### src/hdl/bitplane_pixel_plot_engine_top_macros.svh
// ---------------------------------------------------------------------------
// bitplane pixel plot engine assertion macros
// shared property forms for the engine's concurrent checks
// ---------------------------------------------------------------------------
`ifndef BITPLANE_PIXEL_PLOT_ENGINE_TOP_MACROS_SVH
`define BITPLANE_PIXEL_PLOT_ENGINE_TOP_MACROS_SVH

// same-cycle implication, disabled during reset
`define BPPE_ASSERT_IMPL(label, clk, rst_n, ante, cons) \
	label: assert property (@(posedge clk) disable iff (!rst_n) (ante) |-> (cons)) \
		else $error("bppe assertion failed");

// next-cycle implication, disabled during reset
`define BPPE_ASSERT_NEXT(label, clk, rst_n, ante, cons) \
	label: assert property (@(posedge clk) disable iff (!rst_n) (ante) |=> (cons)) \
		else $error("bppe assertion failed");

`endif

### src/hdl/bppe_pkg.sv
// ---------------------------------------------------------------------------
// bppe_pkg
// sizes, codes and control types of the bitplane pixel plot engine
// ---------------------------------------------------------------------------
`default_nettype none

package bppe_pkg;

	// framebuffer geometry
	localparam int PLANES     = 4;
	localparam int MAX_WIDTH  = 320;
	localparam int MAX_HEIGHT = 200;
	localparam int GROUP_PX   = 16;
	localparam int WORD_W     = 16;

	// field widths
	localparam int COORD_W = 16;
	localparam int COLOR_W = 4;
	localparam int CFG_W   = 9;
	localparam int HGT_W   = 8;
	localparam int IDX_W   = 1;

	// register reset values
	localparam int RST_WIDTH  = 320;
	localparam int RST_HEIGHT = 200;

	// derived sizes
	localparam int GROUPS_MAX   = MAX_WIDTH / GROUP_PX;
	localparam int DEPTH        = GROUPS_MAX * MAX_HEIGHT;
	localparam int ADDR_W       = $clog2(DEPTH);
	localparam int ROW_W        = PLANES * WORD_W;
	localparam int XW           = $clog2(MAX_WIDTH + 1);
	localparam int YW           = $clog2(MAX_HEIGHT + 1);
	localparam int LIM_W        = (XW > YW) ? XW : YW;
	localparam int GRP_W        = XW - 4;
	localparam int PROD_W       = YW + GRP_W;
	localparam int USED_PLANES  = (PLANES < COLOR_W) ? PLANES : COLOR_W;
	localparam int RST_EFF_W    =
		(((RST_WIDTH > MAX_WIDTH) ? MAX_WIDTH : RST_WIDTH) / GROUP_PX) * GROUP_PX;
	localparam int RST_EFF_H    = (RST_HEIGHT > MAX_HEIGHT) ? MAX_HEIGHT : RST_HEIGHT;

	// register indexes
	localparam logic [IDX_W-1:0] REG_WIDTH  = 1'b0;
	localparam logic [IDX_W-1:0] REG_HEIGHT = 1'b1;

	// operation codes
	typedef enum logic [1:0] {
		OP_PLOT = 2'd0,
		OP_READ = 2'd1,
		OP_HRUN = 2'd2,
		OP_VRUN = 2'd3
	} op_t;

	// controller to datapath
	typedef struct packed {
		logic clr;
		logic latch;
		logic setup;
		logic rd;
		logic wr;
		logic step;
		logic load_out;
	} ctrl_cmd_t;

	// datapath to controller
	typedef struct packed {
		logic active;
		logic is_read;
		logic last_px;
		logic clr_last;
	} dp_stat_t;

endpackage

`default_nettype wire

### src/hdl/bppe_ctrl.sv
// ---------------------------------------------------------------------------
// bppe_ctrl
// sequencer: clearing pass, item intake, read-modify-write per pixel,
// result handoff
// ---------------------------------------------------------------------------
`default_nettype none

`include "bitplane_pixel_plot_engine_top_macros.svh"

module bppe_ctrl (
	input  wire logic                  clk,
	input  wire logic                  arst_n,
	input  wire logic                  s_tvalid,
	output logic                       s_tready,
	output logic                       m_tvalid,
	input  wire logic                  m_tready,
	output bppe_pkg::ctrl_cmd_t        cmd,
	input  wire bppe_pkg::dp_stat_t    st
);
	import bppe_pkg::*;

	typedef enum logic [2:0] {
		S_CLEAR,
		S_IDLE,
		S_SETUP,
		S_READ,
		S_WRITE,
		S_RESULT
	} state_t;

	state_t state_q;
	logic   m_tvalid_q;
	logic   out_free;

	assign out_free = !m_tvalid_q || m_tready;
	assign s_tready = (state_q == S_IDLE);
	assign m_tvalid = m_tvalid_q;

	// commands decoded from state
	always_comb begin
		cmd          = '0;
		cmd.clr      = (state_q == S_CLEAR);
		cmd.latch    = (state_q == S_IDLE) && s_tvalid;
		cmd.setup    = (state_q == S_SETUP);
		cmd.rd       = (state_q == S_READ);
		cmd.wr       = (state_q == S_WRITE);
		cmd.step     = (state_q == S_WRITE) && !st.last_px;
		cmd.load_out = (state_q == S_RESULT) && out_free;
	end

	// state and result valid
	always_ff @(posedge clk or negedge arst_n) begin
		if (!arst_n) begin
			state_q    <= S_CLEAR;
			m_tvalid_q <= 1'b0;
		end else begin
			if ((state_q == S_RESULT) && out_free) begin
				m_tvalid_q <= 1'b1;
			end else if (m_tvalid_q && m_tready) begin
				m_tvalid_q <= 1'b0;
			end
			unique case (state_q)
				S_CLEAR: begin
					if (st.clr_last) state_q <= S_IDLE;
				end
				S_IDLE: begin
					if (s_tvalid) state_q <= S_SETUP;
				end
				S_SETUP: begin
					if (st.active) begin
						state_q <= S_READ;
					end else if (st.is_read) begin
						state_q <= S_RESULT;
					end else begin
						state_q <= S_IDLE;
					end
				end
				S_READ: begin
					state_q <= st.is_read ? S_RESULT : S_WRITE;
				end
				S_WRITE: begin
					state_q <= st.last_px ? S_IDLE : S_READ;
				end
				S_RESULT: begin
					if (out_free) begin
						state_q <= S_IDLE;
					end
				end
				default: state_q <= S_IDLE;
			endcase
		end
	end

	// a write always follows the read of the same group
	`BPPE_ASSERT_IMPL(a_wr_after_rd, clk, arst_n, state_q == S_WRITE, $past(state_q) == S_READ)
	// an accepted item always moves on to clipping
	`BPPE_ASSERT_NEXT(a_accept_setup, clk, arst_n, s_tvalid && s_tready, state_q == S_SETUP)
	// a pending result is never overwritten
	`BPPE_ASSERT_NEXT(a_result_hold, clk, arst_n,
		state_q == S_RESULT && m_tvalid_q && !m_tready, state_q == S_RESULT)
	// no pixel read or write and no item intake while the clearing pass runs
	`BPPE_ASSERT_IMPL(a_clear_excl, clk, arst_n, cmd.clr, !cmd.wr && !cmd.rd && !s_tready)

endmodule

`default_nettype wire

### config.mk
export PLATFORM = sky130hd
export DESIGN_NAME = bppe_ctrl
export DESIGN_NICKNAME = d
export VERILOG_FILES = /design/src/hdl/bppe_pkg.sv /design/src/hdl/bppe_ctrl.sv
export VERILOG_INCLUDE_DIRS = /design/src /design/src/hdl
export SDC_FILE = /design/constraint.sdc
export NUM_CORES = 1
export LEC_CHECK = 0
export BUFFER_PORTS_ARGS = -buffer_cell sky130_fd_sc_hd__buf_2
export CORE_AREA = 2 2 39 41
export DETAILED_ROUTE_END_ITERATION = 12
export DIE_AREA = 0 0 41 43
export SLEW_MARGIN = 25
export SYNTH_ARGS = -nofsm -noshare
export SYNTH_HDL_FRONTEND = slang
export SYNTH_SLANG_ARGS = --single-unit
export TNS_END_PERCENT = 20
### constraint.sdc
create_clock -name clk -period 1.3 [get_ports clk]
set_input_delay 0.065 -clock clk [delete_from_list [all_inputs] [get_ports clk]]
set_output_delay 0.065 -clock clk [all_outputs]
set_load 0.01 [all_outputs]
## After elaboration in Yosys (flattened, before gate mapping)

Cells that the tools add are included.
W data, S select, Z words.

| storage, ports and cells | value |
|---|---|
| flip-flop bits (word level) | 4 |
| input port bits | 8 |
| output and inout bits | 9 |
| logic and storage cells | 30 |

| cells by class | value |
|---|---|
| equal/unequal tests | 8 |
| multiplexer cells | 10 |
| reductions and logical operators | 10 |

Operator list:

| cell | number |
|---|---|
| $pmux W3 S6 | 1 |
| $mux W3 | 5 |
| $eq A3 B2 Y1 const B | 2 |
| $eq A3 B3 Y1 const B | 2 |
| $logic_and A1 B1 Y1 | 4 |
| $ne A2 B2 Y1 const B | 2 |
| $eq A3 B1 Y1 const B | 1 |
| $logic_not A3 Y1 | 1 |
| $mux W1 | 3 |
| $reduce_and A3 Y1 | 1 |
| $logic_not A1 Y1 | 2 |
| $mux W2 | 1 |
| $ne A2 B1 Y1 const B | 1 |
| $reduce_bool A2 Y1 | 1 |
| $logic_or A1 B1 Y1 | 1 |

## Depth between registers and ports, before layout

Gate-level depths: netlist (run 1).

| depth | value |
|---|---|
| depth after elaboration | 4 |
| depth in mapped cells | 4 |
| gate-level depth less buffers | 3 |

## Least setup slack after synthesis (run 1)

No wires, ideal clock.

| timing path | value |
|---|---|
| path kind | reg2reg |
| start | register state_q[0] |
| end | register state_q[1] |
| setup time | 0.124 ns |
| arrival time | 1.057 ns |
| required time | 1.176 ns |
| path slack | 0.119 ns |
| stages on the path, launching flop included | 5 |
| buffers on the path | 1 |
| period minus slack after synthesis | 1.181 ns |
| path through | dfrtp_1 buf_6 nor3b_4 and2_4 a211o_1 |

| on the way | value |
|---|---|
| cells in the longest elaborated chain, start to end | 3 |
| elaborated cells on any way between the ends | 11 |
| those cells by class | eq/ne: 8; mux: 1; reduce/logical: 2 |

Ends and longest elaborated chain:

| item | RTL line | RTL |
|---|---|---|
| from (decl) | bppe_ctrl.sv:31 | `state_t state_q;` |
| from (signal assigned) | bppe_ctrl.sv:79 | `state_q <= st.is_read ? S_RESULT : S_WRITE;` |
| from (signal assigned) | bppe_ctrl.sv:82 | `state_q <= st.last_px ? S_IDLE : S_READ;` |
| $eq A3 B1 Y1 * | -- |  |
| net s_tready | bppe_ctrl.sv:14 | `output logic s_tready,` |
| $ne A2 B2 Y1 (no source line) | -- |  |
| $reduce_and A3 Y1 (no source line) | -- |  |

The timed path passes the listed nets; every way through them passes the cells marked *.
A chain may end at the register's enable or synchronous reset.

==> results of run 1 <==
## what timing repair did
item                                    in CTS  in global routing
endpoints found under the setup margin       0                  4
hold endpoints to repair                     4                  0
hold buffers                                 1                  0
gates resized for setup                      0                  3
## cells by family after synthesis
logic type,count (synthesis),synth area share [%]
AOI/OAI and AO/OA,5,13.2
buffers and inverters,3,7.32
and+or+nand+nor,15,40.5
DFF,4,39.0
## power breakdown
group          leakage [nW]  switching (mW)  total [mW]  internal [mW]
combinational         0.154           0.207       0.447          0.240
sequential           0.0480          0.0854       0.271          0.186
clock                0.0138          0.0464       0.149          0.103
total                 0.216           0.339       0.868          0.529
## registers in the layout, summed over array words and instances (netlist names)
name      cells
state_q       3
m_tvalid      1
## Yosys cell counts
| master | instances | area share [%] |
|---|---|---|
| dfrtp_1 | 4 | 39 |
| nor2_1 | 4 | 5.9 |
| a21oi_1 | 2 | 3.9 |
| inv_1 | 2 | 2.9 |
| nand2b_1 | 2 | 4.9 |
| nor2b_1 | 2 | 4.9 |
| a211o_1 | 1 | 3.4 |
| a32oi_1 | 1 | 3.4 |
| and2_4 | 1 | 3.4 |
| and2b_1 | 1 | 2.9 |
| buf_6 | 1 | 4.4 |
| nand2_1 | 1 | 1.5 |
| nand3b_1 | 1 | 2.9 |
| nor3_1 | 1 | 1.9 |
| nor3b_2 | 1 | 4.9 |
| nor3b_4 | 1 | 7.3 |
| o22ai_1 | 1 | 2.4 |
## routing by layer
layer  wire length (µm)  GRT usage (%)  vias up  share of wire (%)
li1                   -              -      134                  -
met1                236           7.52      127                 40
met2                314           10.3        6                 53
met3                 37           1.57        0                6.3
met4                  0           8.00        0                  0
met5                  0              0        -                  0
## area by class of cell
cell class,count,area [µm²],share of cell area (%)
clock buffer,3,22.5,5.75
tap,16,20.0,5.11
inverter,2,7.51,1.92
sequential,4,103,26.2
timing repair buffer,18,101,25.9
multi-input combinational,20,138,35.1
## stage by stage
stage,TNS (ns),hold WS (ns),cell area (µm²),setup WS [ns],total power [mW]
floorplan,0,-0.231,256,0.119,0.563
global placement,0,-0.125,353,0.189,0.696
detailed placement,0,-0.126,353,0.168,0.704
CTS,0,0.0533,385,0.0194,0.866
global route,-0.0119,0.0592,392,-0.0105,0.930
finish,0,0.0607,392,0.0600,0.868
## cells in the final DEF, fill, tap and decap left out
cell type	instances
nand2b_1	2
nor3_1	1
dfrtp_2	2
nand2_1	1
nor3b_4	1
inv_1	2
a21oi_1	2
a211o_1	1
dfrtp_1	2
clkbuf_4	3
dlygate4sd3_1	1
nand3b_1	1
and2_4	1
nor3b_2	1
a32oi_1	1
buf_2	16
and2b_1	1
nor2b_1	2
buf_6	1
o22ai_1	1
nor2_1	4
## worst max path at each step
stage	start	to	slack (ns)
2_1_floorplan	state_q[0]	state_q[1]	0.12
3_3_place_gp	state_q[2]	state_q[1]	0.19
3_5_place_dp	state_q[2]	state_q[1]	0.17
4_1_cts	state_q[2]	cmd[4]	0.02
5_1_grt	state_q[2]	cmd[4]	-0.01
6_report	state_q[2]	cmd[4]	0.06
==> impl_metrics.json, run 1 <==
{
  "fin_cells": 63,
  "cts_made_buffers": 3,
  "io_pins": 17,
  "finalCritPeriodShare_pct": 95.4,
  "num-fill-cells": 146,
  "setup_viol": 0,
  "synth-seq-area-share_pct": 39.0,
  "path_max_fanout": 7,
  "r2r_start": "state_q[0]",
  "hold_path_end": "state_q[1]",
  "path_depth": 3,
  "drc_errors": 0,
  "diodes": 0,
  "critical_path.top_delay_family": "flip-flops",
  "ant_nets": 0,
  "drtPass1Iterations": 3,
  "ctsHtreeMaxLevel": 1,
  "grt_max_degree": 8,
  "slew_headroom_pct": 88.0,
  "critPathLaunchType": "flop",
  "final_nets": 57,
  "clock-root-buffer": "clkbuf_4",
  "path_buf_inv": 1,
  "drt-total-wl_um": 588,
  "overflow": 0,
  "via_per_inst": 4.24,
  "cts_num_sinks": 4,
  "worst_pin_slew_ns": 0.180,
  "hold_depth": 2,
  "yosys_warnings": 0,
  "initial_core_util_pct": 18.5,
  "syn_area_um2": 256,
  "grt_pass1_wl_um": 793,
  "path_cells": "nand2b_1 -> nor2_1 -> buf_2",
  "dp_cells": 59,
  "slowest_delay_ns": 0.44,
  "clock.fmax_mhz": 806,
  "clkLatencyLatePin_ns": 0.23,
  "r2r-end": "state_q[1]",
  "drt_iter0_drc": 4,
  "finClkSkew_ns": 0.00209,
  "utilization_pct": 28.3,
  "vias": 267,
  "synth_cell_types": 17,
  "fin_crit_ns": 1.24,
  "hold_class": "in2reg",
  "path_class": "reg2out",
  "grt_pass1_vias": 211,
  "slew_violations": 0,
  "status": "finished, final reports clean",
  "drv_cap": 0,
  "ys_seq_elements": 4,
  "die_w_um": 41,
  "clock_path_buffers": 2,
  "powerDensity_mw_per_mm2": 2220,
  "place_congestion": 0.684,
  "critPathRequiredTime_ns": 1.24,
  "cts_setup_buffers": 0,
  "wl_per_cell_um": 9.33,
  "port_buffers": 16,
  "syn_area_per_cell_um2": 9.50,
  "tritoncts": "yes",
  "worstPathArrival_ns": 1.18,
  "grt_use_total_pct": 7.16,
  "die_h_um": 43,
  "ff2ff_setup_slack_ns": 0.18,
  "hpwl_um": 474,
  "drive_above_1_share_pct": 53.2,
  "num_rows": 14,
  "cpMaxStageDelayCell": "dfrtp_2",
  "leakagePower_nw": 0.216,
  "min_from": "st[3]",
  "syn_inst": 27,
  "finalHoldViolations": 0,
  "antenna_found_initial": 0,
  "r2r.worst_path.cells": 3,
  "end_kind": "output port",
  "area_growth_pct": 52.7,
  "syn_nets": 35,
  "die-area_mm2": 0.00176,
  "vdd_drop_max_uv": 659,
  "core-area_mm2": 0.00138,
  "path_clk_slew_ns": 0.04
}
(Power assumes the default switching activity.)
==> inputs of run 2 (changes only) <==
- PLACE_DENSITY: not set -> 0.51
==> run 2 against run 1 <==
  * Combinational power up 4.7%
  * Count of clock-buffer cells in the layout unchanged
  * Flip-flop and latch count unchanged
  * First-iteration DRC count down 100%
==> impl_metrics.json, run 2 (synthesis results as in run 1) <==
{
  "status": "finished, final reports clean",
  "pre_cts_ws_ns": 0.153,
  "power_frac_seq_pct": 31.0,
  "overflow": 0,
  "hold_class": "in2reg",
  "clock_path_buffers": 2,
  "drt_iter0_drc": 0,
  "wl_per_cell_um": 9.27,
  "slowest_delay_ns": 0.44,
  "drtPass1Iterations": 1,
  "grtUsageMet1_pct": 11.0,
  "largest-register": "state_q",
  "finClkSkew_ns": 0.00248,
  "diodes": 0,
  "grt_max_degree": 8,
  "grt_pass1_vias": 257,
  "drt-total-wl_um": 612,
  "path_max_fanout": 7,
  "clkPwrFrac_pct": 16.4,
  "rsz0062_at_grt": "yes",
  "switching_share_pct": 37.6,
  "port_buffers": 16,
  "ant_nets": 0,
  "critPathRequiredTime_ns": 1.24,
  "ctsHtreeMaxLevel": 1,
  "ff2ff_setup_slack_ns": 0.06,
  "area_growth_pct": 62.0,
  "die_w_um": 41,
  "cpMaxStageDelayCell": "dfrtp_2",
  "powerDensity_mw_per_mm2": 2140,
  "io_pins": 17,
  "core-area_mm2": 0.00138,
  "critPathLaunchType": "flop",
  "power_frac_comb_pct": 52.6,
  "drv_cap": 0,
  "setup_ws_ns": 0.0486,
  "largest_reg_flops": 3,
  "initial_core_util_pct": 18.5,
  "slew_violations": 0,
  "mostFrequentLayoutCell": "buf_2",
  "path_cells": "nor3b_2 -> and2b_1 -> buf_2",
  "drc_errors": 0,
  "hpwl_um": 494,
  "num_rows": 14,
  "finalCritPeriodShare_pct": 96.3,
  "fin_crit_ns": 1.25,
  "finalHoldViolations": 0,
  "met2_usage_pct": 11.3,
  "cts_num_sinks": 4,
  "die-area_mm2": 0.00176,
  "top_usage_layer": "met4",
  "end_kind": "output port",
  "leakagePower_nw": 0.231,
  "setup_viol": 0,
  "clock.fmax_mhz": 799,
  "slew_headroom_pct": 89.5,
  "switching_power_mw": 0.335,
  "drive_above_1_share_pct": 58.0,
  "critical_path.top_delay_family": "flip-flops",
  "grt_use_total_pct": 9.26,
  "final_nets": 60,
  "vdd_drop_max_uv": 569,
  "worstPathArrival_ns": 1.19,
  "use_met3_pct": 0.524,
  "tritoncts": "yes",
  "clock-root-buffer": "clkbuf_4",
  "place_congestion": 0.650,
  "p_int_mw": 0.556,
  "tns_ns": 0,
  "clkLatencyLatePin_ns": 0.23,
  "power_mw": 0.891,
  "die_h_um": 43,
  "final_cell_mix": "buf_2 (16), nor2_1 (4), clkbuf_4 (3), buf_4 (3), dfrtp_2 (3)",
  "antenna_found_initial": 0,
  "vias": 260,
  "path_clk_slew_ns": 0.04,
  "grt_pass1_wl_mm": 1.01,
  "via_per_inst": 3.94,
  "cts_made_buffers": 3,
  "path_class": "reg2out",
  "path_buf_inv": 1,
  "worst_pin_slew_ns": 0.157
}
run 2: final timing paths:
kind,startpoint,to,cells after the start
worst min register to register,m_tvalid,m_tvalid,2
worst min-delay path,st[3],state_q[1],2
worst max-delay path,state_q[0],cmd[1],3
max in group asynchronous,arst_n,state_q[2],2
worst max register to register,state_q[2],state_q[1],4
min in group asynchronous,arst_n,state_q[1],2
run 2: through the flow:
step / area [µm²] / util, % / hold WS (ns) / instances
2_1_floorplan: 256 / - / -0.231 / 27
3_3_place_gp: 353 / 25.5 / -0.126 / 59
3_5_place_dp: 353 / 25.5 / -0.124 / 59
4_1_cts: 385 / 27.8 / 0.0582 / 63
5_1_grt: 415 / 30.0 / 0.0688 / 66
6_report: 415 / 30.0 / 0.0639 / 66
run 2: per-layer routing:
layer / up-vias / share of wire, %
li1: 138 / -
met1: 111 / 40
met2: 9 / 51
met3: 2 / 4.1
met4: 0 / 4.4
met5: - / 0
run 2: repair_timing:
| item | in CTS | in global routing |
|---|---|---|
| hold buffers | 1 | 0 |
| resized for setup | 0 | 4 |
| setup endpoints to repair | 0 | 4 |
| endpoints found under the hold margin | 4 | 0 |
| setup buffers | 0 | 3 |
run 2: area by class of cell:
cell class	count	area (µm²)
sequential	4	104
tap	16	20.0
timing repair buffer	21	124
fill	166	968
multi-input combinational	20	138
inverter	2	7.51
clock buffer	3	22.5
run 2: power by group through the flow:
| stage | sequential [mW] | clock [mW] | combinational (mW) |
|---|---|---|---|
| floorplan | 0.247 | 0 | 0.316 |
| global placement | 0.268 | 0 | 0.434 |
| detailed placement | 0.269 | 0 | 0.433 |
| CTS | 0.268 | 0.155 | 0.436 |
| global route | 0.292 | 0.159 | 0.525 |
| finish | 0.276 | 0.146 | 0.468 |
run 2: worst reg2reg max path, stage by stage (launching register included):
cell and delay [ns]:
dfrtp_2 0.44, nor3b_2 0.17, and2b_1 0.17, buf_4 0.13, a211o_1 0.21
==> inputs of run 3 (changes only) <==
- HOLD_SLACK_MARGIN: not set -> 0.03
- MAX_ROUTING_LAYER: not set -> met4
==> run 3 against run 2 <==
  * Flip-flop and latch count stayed put
  * Non-clock buffer count stayed put
  * Fmax hardly changed
  * Routed wire length stayed put
  * Combinational power hardly changed
  * Worst setup slack worse by 0.00075 ns
  * Cell count stayed put
  * Global-route usage is 0.23 points higher
  * Highest routed layer unchanged
==> impl_metrics.json, run 3 (synthesis results as in run 1) <==
{
  "cpMaxStageDelayCell": "dfrtp_2",
  "vdd_drop_max_uv": 569,
  "io_pins": 17,
  "path_class": "reg2out",
  "path_max_fanout": 7,
  "area_growth_pct": 62.0,
  "largest_reg_flops": 3,
  "finalCritPeriodShare_pct": 96.3,
  "diodes": 0,
  "finalHoldViolations": 0,
  "dp_cells": 59,
  "die_w_um": 41,
  "via_per_inst": 3.94,
  "drtPass1Iterations": 1,
  "leakagePower_nw": 0.231,
  "fin_crit_ns": 1.25,
  "port_buffers": 16,
  "critical_path.top_delay_family": "flip-flops",
  "cts_made_buffers": 3,
  "clock_path_buffers": 2,
  "final_nets": 60,
  "grt_pass1_vias": 257,
  "ant_nets": 0,
  "status": "finished, final reports clean",
  "post-route-cell-area_um2": 415,
  "cts_num_sinks": 4,
  "setup_viol": 0,
  "path_buf_inv": 1,
  "worstPathArrival_ns": 1.19,
  "place_congestion": 0.656,
  "final_cell_mix": "buf_2 (16), nor2_1 (4), clkbuf_4 (3), buf_4 (3), dfrtp_2 (3)",
  "tritoncts": "yes",
  "grt_pass1_wl_mm": 1.01,
  "pre_cts_ws_ns": 0.153,
  "clock-root-buffer": "clkbuf_4",
  "critPathLaunchType": "flop",
  "hpwl_um": 494,
  "overflow": 0,
  "clock.fmax_mhz": 799,
  "mostFrequentLayoutCell": "buf_2",
  "ctsHtreeMaxLevel": 1,
  "clkLatencyLatePin_ns": 0.23,
  "slowest_delay_ns": 0.44,
  "num_rows": 14,
  "rsz0062_at_grt": "yes",
  "hold_class": "in2reg",
  "slew_violations": 0,
  "wl_per_cell_um": 9.27,
  "drv_cap": 0,
  "end_kind": "output port",
  "initial_core_util_pct": 18.5,
  "largest-register": "state_q",
  "drt_iter0_drc": 0,
  "finClkSkew_ns": 0.00249,
  "die-area_mm2": 0.00176,
  "dpl_cell_area_um2": 353,
  "drive_above_1_share_pct": 58.0,
  "holdWs_ns": 0.0639,
  "setup_ws_ns": 0.0479,
  "grt_max_degree": 8,
  "tns_ns": 0,
  "worst_pin_slew_ns": 0.157,
  "fin_cells": 66,
  "core-area_mm2": 0.00138,
  "critPathRequiredTime_ns": 1.24,
  "vias": 260,
  "drt-total-wl_um": 612,
  "path_clk_slew_ns": 0.04,
  "slew_headroom_pct": 89.5,
  "powerDensity_mw_per_mm2": 2140,
  "grt_use_total_pct": 9.49,
  "die_h_um": 43,
  "antenna_found_initial": 0,
  "path_cells": "nor3b_2 -> and2b_1 -> buf_2",
  "drc_errors": 0
}
-- run 3: final timing paths --
check                      startpoint    endpoint  slack [ns]  cells past startpoint
max in group asynchronous      arst_n  state_q[2]        1.00                      2
min reg2reg                  m_tvalid    m_tvalid        0.50                      2
min in group asynchronous      arst_n  state_q[1]        0.17                      2
max                        state_q[0]      cmd[1]        0.05                      3
max reg2reg                state_q[2]  state_q[1]        0.06                      4
min                             st[3]  state_q[1]        0.06                      2
-- run 3: metal layers --
layer | vias to the layer above | share of wire (%) | global-route usage [%]
met1 | 111 | 41 | 11.4
met3 | 2 | 3.4 | 0
li1 | 138 | - | -
met4 | 0 | 4.4 | 14.0
met2 | 9 | 51 | 11.3
met5 | - | 0 | -
-- run 3: layout make-up --
class,instances,area (µm²)
timing repair buffer,21,124
multi-input combinational,20,138
sequential,4,104
clock buffer,3,22.5
tap,16,20.0
fill,166,968
inverter,2,7.51
-- run 3: timing repair --
action | CTS | global route
setup endpoints to repair | 0 | 4
endpoints found under the hold margin | 4 | 0
gates resized for setup | 0 | 4
setup buffers | 0 | 3
hold buffers | 1 | 0
-- run 3: report_power, final --
| group | switching (mW) | total, mW | internal (mW) |
|---|---|---|---|
| logic | 0.205 | 0.468 | 0.264 |
| registers | 0.0867 | 0.276 | 0.189 |
| clock network | 0.0436 | 0.146 | 0.103 |
| total | 0.335 | 0.891 | 0.556 |
-- run 3: metrics by stage --
step           util [%]  power, mW
2_1_floorplan         -      0.563
4_1_cts            27.8      0.859
5_1_grt            30.0      0.976
6_report           30.0      0.891
3_5_place_dp       25.5      0.701
3_3_place_gp       25.5      0.702
